**src/rtl/core/swerl_pkg.sv**
```systemverilog
// Shared types and constants for the sliding-window event rate limiter.
// Depends on nothing; the controller, datapath and top level use it.
`default_nettype none

package swerl_pkg;

    // Field widths of a request and of a stored slot
    localparam int TIME_W  = 31;
    localparam int EVENT_W = 4;
    localparam int COUNT_W = 16;
    localparam int UNIT_W  = 3;
    localparam int SLOT_W  = TIME_W + COUNT_W;

    localparam logic [COUNT_W-1:0] COUNT_MAX = 16'hFFFF;

    // Window unit codes; any other code means the whole history
    localparam logic [UNIT_W-1:0] UNIT_SECOND = 3'd0;
    localparam logic [UNIT_W-1:0] UNIT_MINUTE = 3'd1;
    localparam logic [UNIT_W-1:0] UNIT_HOUR   = 3'd2;
    localparam logic [UNIT_W-1:0] UNIT_DAY    = 3'd3;

    localparam int SECS_MINUTE = 60;
    localparam int SECS_HOUR   = 60 * 60;
    localparam int SECS_DAY    = 60 * 60 * 24;

    // Distance from the current time back to the window start
    localparam logic [TIME_W-1:0] SPAN_MINUTE = TIME_W'(SECS_MINUTE - 1);
    localparam logic [TIME_W-1:0] SPAN_HOUR   = TIME_W'(SECS_HOUR - 1);
    localparam logic [TIME_W-1:0] SPAN_DAY    = TIME_W'(SECS_DAY - 1);

    // Commands from the controller to the datapath
    typedef struct packed {
        logic load;     // latch a new request and clear the accumulators
        logic scan_rd;  // read the next slot of the event
        logic commit;   // decide, update the tables, load the result
    } cmd_t;

    // Status from the datapath to the controller
    typedef struct packed {
        logic event_ok;  // the latched event index is in range
        logic scan_last; // the read now issued is the last slot
    } status_t;

endpackage

`default_nettype wire

```
**src/rtl/core/swerl_ctrl.sv**
```systemverilog
// Controller of the rate limiter: request sequencing and the result register.
// Depends on swerl_pkg for the command and status types.
`default_nettype none

module swerl_ctrl
(
    input  wire logic               clk,
    input  wire logic               rst_n,
    input  wire logic               in_valid,
    output logic                    in_stall,
    output logic                    out_valid,
    input  wire logic               out_stall,
    input  wire swerl_pkg::status_t status,
    output swerl_pkg::cmd_t         cmd
);

    localparam logic [1:0] ST_IDLE   = 2'd0;
    localparam logic [1:0] ST_SCAN   = 2'd1;
    localparam logic [1:0] ST_DRAIN  = 2'd2;
    localparam logic [1:0] ST_UPDATE = 2'd3;

    logic [1:0] state_reg;
    logic [1:0] state_next;
    logic       out_valid_reg;
    logic       out_valid_next;
    logic       out_free;

    assign in_stall  = (state_reg != ST_IDLE);
    assign out_valid = out_valid_reg;
    // The result register can take a new result when empty or being drained
    assign out_free  = !out_valid_reg || !out_stall;

    // Sequence one request: scan its slots (none for an out-of-range event), then commit
    always_comb
    begin
        state_next  = state_reg;
        cmd.load    = 1'b0;
        cmd.scan_rd = 1'b0;
        cmd.commit  = 1'b0;
        case (state_reg)
            ST_IDLE:
            begin
                if (in_valid)
                begin
                    cmd.load   = 1'b1;
                    state_next = ST_SCAN;
                end
            end
            ST_SCAN:
            begin
                if (!status.event_ok)
                begin
                    state_next = ST_UPDATE;
                end
                else
                begin
                    cmd.scan_rd = 1'b1;
                    if (status.scan_last)
                    begin
                        state_next = ST_DRAIN;
                    end
                end
            end
            ST_DRAIN:
            begin
                state_next = ST_UPDATE;
            end
            ST_UPDATE:
            begin
                if (out_free)
                begin
                    cmd.commit = 1'b1;
                    state_next = ST_IDLE;
                end
            end
            default:
            begin
                state_next = ST_IDLE;
            end
        endcase
    end

    // Hold the result until the receiver takes it
    always_comb
    begin
        out_valid_next = out_valid_reg;
        if (cmd.commit)
        begin
            out_valid_next = 1'b1;
        end
        else if (out_valid_reg && !out_stall)
        begin
            out_valid_next = 1'b0;
        end
    end

    always_ff @(posedge clk or negedge rst_n)
    begin
        if (!rst_n)
        begin
            state_reg     <= ST_IDLE;
            out_valid_reg <= 1'b0;
        end
        else
        begin
            state_reg     <= state_next;
            out_valid_reg <= out_valid_next;
        end
    end

endmodule

`default_nettype wire

```
**config.mk**
```make
export PLATFORM = sky130hd
export DESIGN_NAME = swerl_ctrl
export DESIGN_NICKNAME = d
export VERILOG_FILES = /design/src/rtl/core/swerl_pkg.sv /design/src/rtl/core/swerl_ctrl.sv
export SDC_FILE = /design/constraint.sdc
export NUM_CORES = 1
export LEC_CHECK = 0
export BUFFER_PORTS_ARGS = -buffer_cell sky130_fd_sc_hd__buf_2
export CORE_AREA = 2 2 39 41
export DETAILED_ROUTE_END_ITERATION = 10
export DIE_AREA = 0 0 41 43
export GPL_ROUTABILITY_DRIVEN = 0
export SLEW_MARGIN = 25
export SYNTH_ARGS = -nofsm -noshare
export SYNTH_HDL_FRONTEND = slang
export SYNTH_SLANG_ARGS = --single-unit
```
**constraint.sdc**
```tcl
create_clock -name clk -period 1.3 [get_ports clk]
set_input_delay 0.065 -clock clk [delete_from_list [all_inputs] [get_ports clk]]
set_output_delay 0.065 -clock clk [all_outputs]
set_load 0.03 [all_outputs]
```
==> results.txt, run 1 <==
die height: 43 um
worst-path fanout max: 4
share of the synthesized area in the top cell type: 0.283
fmax: 722 MHz
worst-margin pin slew: 0.188 ns
Pwr per Cell Area: 2610 nW/um^2
top cells by area, synth: dfrtp_1 (28%), ha_1 (19%), inv_1 (5.7%)
critical path arrival: 1.50 ns
fin crit share: 1.07
Worst EP required: 1.41 ns
pin count of the biggest net entering global routing: 5
total CTS buffers: 3
Synth Cell Area: 265 um^2
Rel. slew slack: 0.873
leading area contributor after synthesis: dfrtp_1
Worst setup EP type: register
wire per inst: 8.72 um
# IOs: 11
cell count of the worst reg-to-reg path: 6
Global Route Usage Sum: 0.0925
Crit Path Class: reg2reg
clk_lat worst skew: 0.23 ns
syn_area_per_cell: 9.82 um^2
Pleak: 0.000242 uW
Yosys cell types: 18
Inst Count DP: 59
TritonCTS clock tree: built
clk root buf: clkbuf_4
first drt pass iteration count: 1
gr ovfl total: 0
via count: 260
most frequent cells in the layout: buf_4 (9), buf_2 (7), inv_2 (3), clkbuf_4 (3)
sequential fraction of the synthesis area: 0.283
failing checks: setup timing
Initial Utilization: 0.192
fin util: 0.350
RSZ-0062 raised after global routing: true
commonest non-fill, non-tap cell in the layout: buf_4
Clock Skew: 0.00126 ns
run status: complete, but fails checks
Peak VDD IR: 944 uV
synth warn: 0
worst setup margin: -0.0847 ns
Synth-to-Final Area Change: 82.5%
Max H-tree Level: 1
Layout fillers: 152
ant diodes: 0
DPL Wire Length: 441 um
worst hold path class: in2reg
clk buf depth: 2
vias in the first global route: 268
Starting DRT DRC Count: 0
DR vias/cell: 4.00
number of flip-flops in the largest register: 2
# Max-Cap Violations: 0
Reg clk slew, reported paths: 0.04 ns
Die Span X: 41 um
layout cells sized above 1: 0.735
die footprint: 1760 um^2
final WL: 567 um
CTS Sinks: 3
startpoint types: register
initial antenna violation count: 0
I/O Buffers: 10
Period minus WS final: 1.38 ns
post-synthesis cell count: 27
Yosys reg bits: 3
Synth Net Count: 37
post-route insts no fill: 65
core area: 1380 um^2
row count: 14
drc violations: 0
Layout Nets: 60
Final ANT Viol Nets: 0
first-pass GRT wire length: 1.03 mm
# setup viols final: 3
Max Slew Vio Count: 0
Min-Delay Path Depth: 2
final-report hold violation count: 0
what timing repair did:
action	4_1_cts	5_1_grt
gates resized for setup	8	6
hold endpoints to repair	3	0
hold buffers	1	0
setup endpoints to repair	4	5
pin swaps	1	1
buffers inserted	1	0
critical path: stages, from the launching register on:
cell     delay [ns]
dfrtp_2        0.44
inv_2          0.09
ha_4           0.15
inv_6          0.03
o21a_4         0.19
o21ai_2        0.06
mux2_4         0.31
power by group:
part	switching [uW]	internal, uW
sequential	59.4	148
clock	47.0	115
combinational	420	476
total	526	739
cells in the mapped netlist, drive strengths merged:
library cell and number:
nand3 1, a21oi 2, o21a 1, a21o 1
ha 4, mux2 1, o211a 1, buf 1
o21ai 1, and2 2, nor3 1, nand2 1
inv 5, o211ai 1, dfrtp 3, a21boi 1
final cells by class:
| type | instances | area (um^2) | area share |
|---|---|---|---|
| Multi-Input combinational cell | 18 | 203 | 0.419 |
| Inverter | 5 | 23.8 | 0.0491 |
| Clock buffer | 4 | 26.3 | 0.0543 |
| Sequential cell | 3 | 76.3 | 0.158 |
| Tap cell | 16 | 20.0 | 0.0413 |
| Timing Repair Buffer | 19 | 135 | 0.279 |
worst paths after layout:
| path | start | end | slack [ns] |
|---|---|---|---|
| min in group asynchronous | rst_n | out_valid$_DFFE_PN0P_ | 0.16 |
| min | out_stall | out_valid$_DFFE_PN0P_ | 0.09 |
| max reg2reg | state_reg[0]$_DFFE_PN0P_ | state_reg[1]$_DFFE_PN0P_ | -0.08 |
| max | state_reg[0]$_DFFE_PN0P_ | state_reg[1]$_DFFE_PN0P_ | -0.08 |
| max in group asynchronous | rst_n | state_reg[0]$_DFFE_PN0P_ | 1.02 |
| min reg2reg | out_valid$_DFFE_PN0P_ | out_valid$_DFFE_PN0P_ | 0.55 |
cell families (layout without fill, tap and decap cells):
logic type / after synthesis / after routing / share of synthesized area
buffers and inverters: 6 / 28 / 0.0990
multiplexers: 1 / 1 / 0.0566
adder cells (fa/ha/maj): 4 / 4 / 0.189
flip-flops: 3 / 3 / 0.283
AO/OA/AOI/OAI: 8 / 8 / 0.250
AND/OR/NAND/NOR: 5 / 5 / 0.123
layer usage:
layer,share of wire,vias up,GRT usage
li1,-,134,-
met1,0.47,116,0.110
met2,0.44,10,0.125
met3,0.095,0,0.0785
met4,0,0,0.0200
met5,0,-,0
stage by stage:
| stage | power, uW | area, um^2 | setup slack, ns | TNS (ns) | hold WS (ns) |
|---|---|---|---|---|---|
| 6_report | 1270 | 484 | -0.0847 | -0.175 | 0.0919 |
| 5_1_grt | 1390 | 484 | -0.124 | -0.376 | 0.118 |
| 4_1_cts | 1240 | 469 | -0.0955 | -0.279 | 0.0860 |
| 3_5_place_dp | 981 | 398 | -0.0692 | -0.0992 | -0.137 |
| 3_3_place_gp | 976 | 398 | -0.0572 | -0.0749 | -0.137 |
| 2_1_floorplan | 728 | 283 | -0.0744 | -0.0744 | -0.231 |
No activity file was read; power rests on OpenSTA's default activity.
==> run 2: changes to the inputs <==
Settings changed: CTS_BUF_LIST set to sky130_fd_sc_hd__clkbuf_8.
==> run 2 against run 1 <==
Compared with the run above: the flow still finishes with violations (setup timing); wire length is 3.7% higher; critical path depth unchanged; global-route usage up 0.10 points; total power grew 10%; sequential share of layout area decreased by 0.81 points; combinational power increased by 4.2%; first-iteration DRC count unchanged; clock power is 62% higher; critical path type unchanged; largest power group unchanged.
==> results.txt, run 2 (synthesis gave the netlist of run 1 again) <==
I/O Buffers: 10 (unchanged)
most frequent cells in the layout: buf_4 (10), buf_2 (7), inv_2 (3), clkbuf_8 (3)
max incr delay on CP: 0.40 ns (-0.04 ns)
worst path cell trace: inv_2 > ha_4 > inv_6 > o21a_4 > o21ai_2 > mux2_4
# Max-Cap Violations: 0 (unchanged)
fin crit share: 1.06 (-0.00597)
Starting DRT DRC Count: 0 (unchanged)
DPL Wire Length: 441 um (unchanged)
Worst EP required: 1.39 ns (-0.02 ns)
clk buf depth: 2 (unchanged)
Max Slew Vio Count: 0 (unchanged)
wire per inst: 8.91 um (+2.1%)
Max H-tree Level: 1 (unchanged)
Layout Nets: 61 (+1.7%)
CTS Sinks: 3 (unchanged)
TritonCTS clock tree: built
hold_ws: 0.106 ns (+0.0137 ns)
run status: complete, but fails checks
via count: 269 (+3.5%)
clk root buf: clkbuf_8
Crit Path Class: reg2reg
worst setup margin: -0.0769 ns (+0.00776 ns)
fmax: 726 MHz (+0.56%)
Synth-to-Final Area Change: 92.5%
total power: 1390 uW (+10%)
DR vias/cell: 4.08 (+1.9%)
worst hold path class: in2reg
Critical Path Slowest Stage Cell: dfrtp_1
row count: 14 (unchanged)
worst-path fanout max: 3 (-1)
die footprint: 1760 um^2 (unchanged)
critical path arrival: 1.47 ns (-0.03 ns)
die height: 43 um (unchanged)
# IOs: 11 (unchanged)
post-place setup slack: -0.0692 ns (unchanged)
Initial Utilization: 0.192 (unchanged)
final-report hold violation count: 0 (unchanged)
clk_lat worst skew: 0.22 ns (about the same)
layout cells sized above 1: 0.740 (+0.00531)
failing checks: setup timing
startpoint types: register
vias in the first global route: 260 (-3.0%)
Inst Count DP: 59 (unchanged)
gr ovfl total: 0 (unchanged)
core area: 1380 um^2 (unchanged)
Pwr per Cell Area: 2730 nW/um^2 (+4.5%)
drc violations: 0 (unchanged)
Pleak: 0.000260 uW (+7.1%)
initial antenna violation count: 0 (unchanged)
final WL: 588 um (+3.7%)
# setup viols final: 3 (unchanged)
Reg clk slew, reported paths: 0.03 ns (about the same)
first-pass GRT wire length: 1.02 mm (-0.68%)
Worst setup EP type: register
number of flip-flops in the largest register: 2 (unchanged)
Period minus WS final: 1.38 ns (-0.00776 ns)
pin count of the biggest net entering global routing: 5 (unchanged)
commonest non-fill, non-tap cell in the layout: buf_4
ant diodes: 0 (unchanged)
Peak VDD IR: 899 uV (-4.8%)
Die Span X: 41 um (unchanged)
Rel. slew slack: 0.873 (unchanged)
RSZ-0062 raised after global routing: true
Final ANT Viol Nets: 0 (unchanged)
post-route insts no fill: 66 (+1.5%)
first drt pass iteration count: 1 (unchanged)
Clock Skew: 0.00289 ns (+0.00164 ns)
worst-margin pin slew: 0.188 ns (unchanged)
Global Route Usage Sum: 0.0935 (+0.00101)
fin util: 0.369 (+0.0190)
total CTS buffers: 3 (unchanged)
## run 2: cell count changes in the layout (fill, tap and decap cells not counted)
| cell | previous run | this run |
|---|---|---|
| clkbuf_4 | 3 | 0 |
| inv_1 | 1 | 2 |
| buf_4 | 9 | 10 |
| clkbuf_1 | 1 | 0 |
| clkbuf_8 | 0 | 3 |
## run 2: report_power, final
group	switching, uW	internal (uW)	total, uW
combinational	436	498	934
clock	61.3	201	262
sequential	49.6	148	197
total	547	847	1390
## run 2: worst paths after layout
kind / startpoint / depth (start not counted) / slack (ns) / to
setup / recovery: state_reg[1]$_DFFE_PN0P_ / 6 / -0.08 / state_reg[1]$_DFFE_PN0P_
hold / removal: out_stall / 2 / 0.11 / out_valid$_DFFE_PN0P_
setup reg to reg: state_reg[1]$_DFFE_PN0P_ / 6 / -0.08 / state_reg[1]$_DFFE_PN0P_
hold reg to reg: out_valid$_DFFE_PN0P_ / 1 / 0.55 / out_valid$_DFFE_PN0P_
max in group asynchronous: rst_n / 2 / 1.01 / state_reg[0]$_DFFE_PN0P_
min in group asynchronous: rst_n / 2 / 0.17 / out_valid$_DFFE_PN0P_
## run 2: metrics by stage
| step | TNS (ns) | area [um^2] |
|---|---|---|
| floorplan | -0.0744 | 283 |
| global placement | -0.0749 | 398 |
| detailed placement | -0.0992 | 398 |
| CTS | -0.255 | 472 |
| global route | -0.329 | 510 |
| finish | -0.110 | 510 |
## run 2: repair_timing
item / 4_1_cts / 5_1_grt
endpoints found under the setup margin: 4 / 5
hold buffers: 1 / 0
endpoints found under the hold margin: 3 / 0
pin swaps: 0 / 2
resized for setup: 4 / 11
buffers inserted: 1 / 1
## run 2: final cells by class
class | count | area, um^2
tap | 16 | 20.0
inverter | 5 | 23.8
sequential | 3 | 76.3
timing repair buffer | 20 | 143
clock inverter | 1 | 3.75
multi-input combinational | 18 | 203
clock buffer | 3 | 41.3
fill | 154 | 873
## run 2: worst max-delay path: cells and delay by family (launching register included)
family	cells	cell delay, ns
multiplexers	1	0.31
adder cells (fa/ha/maj)	1	0.16
buffers and inverters	2	0.14
AO/OA/AOI/OAI	2	0.25
flip-flops	1	0.40
## run 2: layer usage
metal | vias to the layer above | part of all wire | wire [um] | track usage
met5 | - | 0 | 0 | 0
met4 | 0 | 0.014 | 8 | 0.0600
met3 | 3 | 0.13 | 74 | 0.0628
met2 | 13 | 0.43 | 254 | 0.119
met1 | 118 | 0.43 | 250 | 0.110
li1 | 135 | - | - | -
==> run 3: changes to the inputs <==
Settings changed: ABC_AREA set to 1.
==> run 3 against run 2 <==
Compared with the run above: the flow now finishes without violations; critical endpoint is now cmd[1]; worst hold slack lost 0.0053 ns; die area is the same; flip-flop and latch count unchanged; maximum frequency up 8.9%; critical path type is now reg2out.
==> results.txt, run 3 <==
Synth Area in Simple Gates: 0.344 (+0.222)
core area: 1380 um^2 (unchanged)
die height: 43 um (unchanged)
Top FF cell, synth: dfrtp_1
DR vias/cell: 3.66 (-10%)
synth warn: 0 (unchanged)
I/O Buffers: 10 (unchanged)
commonest non-fill, non-tap cell in the layout: nand2_1
RSZ-0062 raised after global routing: true
Min-Delay Path Depth: 3 (+1)
ant diodes: 0 (unchanged)
final-report hold violation count: 0 (unchanged)
fin crit share: 0.973 (-0.0862)
wire per inst: 6.56 um (-26%)
Layout Nets: 63 (+3.3%)
Period minus WS final: 1.26 ns (-0.112 ns)
post-synthesis mux area share: 0 (-0.0566)
CTS Sinks: 3 (unchanged)
Clock Skew: 0.00189 ns (-0.00101 ns)
layout cells sized above 1: 0.423 (-0.317)
sequential fraction of the synthesis area: 0.279 (-0.00395)
Synth async-reset ratio: 1.00 (unchanged)
initial antenna violation count: 0 (unchanged)
die footprint: 1760 um^2 (unchanged)
post-place setup slack: 0.158 ns (+0.227 ns)
clk_lat worst skew: 0.21 ns (about the same)
syn_area_per_cell: 7.08 um^2 (-28%)
Critical Path Slowest Stage Cell: dfrtp_1
TritonCTS clock tree: built
highest metal layer with signal wires: met3
row count: 14 (unchanged)
flop-to-flop setup slack: 0.18 ns (+0.26 ns)
worst path cell trace: inv_2 > ha_2 > nand2_1 > inv_1 > clkbuf_4
most common cell in the netlist: nand2_1
EDFF count, synth: 0 (unchanged)
Crit Path Class: reg2out
run status: complete, no violations
worst hold path class: in2reg
Reg clk slew, reported paths: 0.03 ns (about the same)
Setup Buffers After CTS: 0 (-1)
worst-margin pin slew: 0.149 ns (-0.0389 ns)
final WL: 446 um (-24%)
Worst Path Buf+Inv: 3 (+1)
Peak VDD IR: 788 uV (-12%)
Synth-to-Final Area Change: 51.2%
Hold Startpoint: out_stall
total CTS buffers: 3 (unchanged)
number of flip-flops in the largest register: 2 (unchanged)
# setup viols final: 0 (-3)
top cells by area, synth: dfrtp_1 (28%), ha_1 (19%), nand2_1 (18%)
CP Depth: 5 (-1)
Starting DRT DRC Count: 0 (unchanged)
routed wl met2: 252 um (-0.79%)
critical path arrival: 1.20 ns (-0.27 ns)
# Max-Cap Violations: 0 (unchanged)
vias in the first global route: 218 (-16%)
# IOs: 11 (unchanged)
Die Span X: 41 um (unchanged)
share of the synthesized area in the top cell type: 0.279 (-0.00395)
Yosys cell types: 11 (-7)
worst setup margin: 0.0351 ns (+0.112 ns)
Worst setup EP type: output port
first-pass GRT wire length: 696 um (-32%)
pin count of the biggest net entering global routing: 5 (unchanged)
Rel. slew slack: 0.900 (+0.0269)
CP delay by family, top: flip-flops
fmax: 791 MHz (+8.9%)
clk buf depth: 2 (unchanged)
Min-Delay Endpoint: out_valid$_DFFE_PN0P_
Pwr per Cell Area: 2520 nW/um^2 (-7.9%)
Worst EP required: 1.24 ns (-0.15 ns)
Initial Utilization: 0.194 (+0.00271)
Layout fillers: 155 (+0.65%)
first drt pass iteration count: 1 (unchanged)
Pleak: 0.000246 uW (-5.4%)
M1 WL: 169 um (-32%)
DPL Wire Length: 370 um (-16%)
post-route insts no fill: 68 (+3.0%)
XOR/XNOR share of the synthesized area: 0 (unchanged)
leading area contributor after synthesis: dfrtp_1
worst-path fanout max: 4 (+1)
Synth Area in Compound Gates: 0.0372 (-0.213)
gr ovfl total: 0 (unchanged)
Max Slew Vio Count: 0 (unchanged)
Synth Net Count: 48 (+30%)
Final ANT Viol Nets: 0 (unchanged)
post-synthesis cell count: 38 (+41%)
Synth top cells by count: nand2_1 (13), inv_1 (8), ha_1 (4)
Global Route Usage Sum: 0.0624 (-0.0310)
cell count of the worst reg-to-reg path: 7 (+1)
largest family of logic cells by synthesized area: simple AND/OR/NAND/NOR gates
metal3 WL: 24 um (-68%)
clk root buf: clkbuf_8
most frequent cells in the layout: nand2_1 (13), inv_1 (8), buf_2 (8), clkbuf_8 (3), dfrtp_1 (3)
startpoint types: register
Reg-to-Reg Start: state_reg[1]$_DFFE_PN0P_
via count: 249 (-7.4%)
drc violations: 0 (unchanged)
Inst Count DP: 63 (+6.8%)
Yosys reg bits: 3 (unchanged)
Max H-tree Level: 1 (unchanged)
max incr delay on CP: 0.41 ns (about the same)
Synth Cell Area: 269 um^2 (+1.4%)
r2r endpoint: state_reg[1]$_DFFE_PN0P_
Synth Area in Adders: 0.186 (-0.00263)
-- run 3: kinds of logic after synthesis --
| kind of cell | after synthesis |
|---|---|
| AND/OR/NAND/NOR | 19 |
| buffers and inverters | 10 |
| adder cells (fa/ha/maj) | 4 |
| flip-flops | 3 |
| AO/OA/AOI/OAI | 2 |
-- run 3: worst max-delay path by stage --
stage | startpoint | endpoint | slack [ns]
after CTS | state_reg[1]$_DFFE_PN0P_ | cmd[1] | 0.004
after detailed placement | state_reg[1]$_DFFE_PN0P_ | state_reg[1]$_DFFE_PN0P_ | 0.16
final | state_reg[1]$_DFFE_PN0P_ | cmd[1] | 0.04
after floorplan | state_reg[1]$_DFFE_PN0P_ | state_reg[1]$_DFFE_PN0P_ | 0.26
after global routing | state_reg[1]$_DFFE_PN0P_ | cmd[1] | -0.05
after global placement | state_reg[1]$_DFFE_PN0P_ | state_reg[1]$_DFFE_PN0P_ | 0.16
-- run 3: what timing repair did --
item / in CTS / in global routing
endpoints found under the hold margin: 3 / 0
setup endpoints to repair: 0 / 4
gates resized for setup: 0 / 6
hold buffers: 1 / 0
-- run 3: area by class of cell --
cell class                 instances  area [um^2]  area share
multi-input combinational         25          168       0.412
sequential                         3         75.1       0.185
timing repair buffer              11         65.1       0.160
clock buffer                       3         41.3       0.102
inverter                           9         33.8      0.0831
tap                               16         20.0      0.0492
clock inverter                     1         3.75     0.00923
-- run 3: worst reg2reg max path: stages (launching register included) --
cell and delay, ns:
dfrtp_1 0.41, inv_2 0.11, ha_2 0.20, nand3_2 0.08, nand2_1 0.07, nor2_2 0.04, nand2_1 0.05, nand2_1 0.05
-- run 3: stage by stage --
step	hold slack [ns]	instance area (um^2)	total power, uW	TNS [ns]	utilization
after global routing	0.143	407	1140	-0.0704	0.294
after global placement	-0.138	332	715	0	0.240
final	0.100	407	1020	0	0.294
after floorplan	-0.231	269	615	0	-
after CTS	0.102	387	983	0	0.279
after detailed placement	-0.137	332	719	0	0.240
-- run 3: report_power, final --
group / leakage, uW / internal [uW] / switching, uW / total, uW
Clock: 0.0000269 / 200 / 55.0 / 255
Combinational: 0.000182 / 209 / 360 / 569
Sequential: 0.0000363 / 145 / 53.4 / 198
Total: 0.000246 / 554 / 469 / 1020
-- run 3: layer usage --
layer,GRT usage,vias up
met3,0.0314,0
met4,0.0600,0
met1,0.0455,108
met2,0.103,4
li1,-,137
met5,0,-
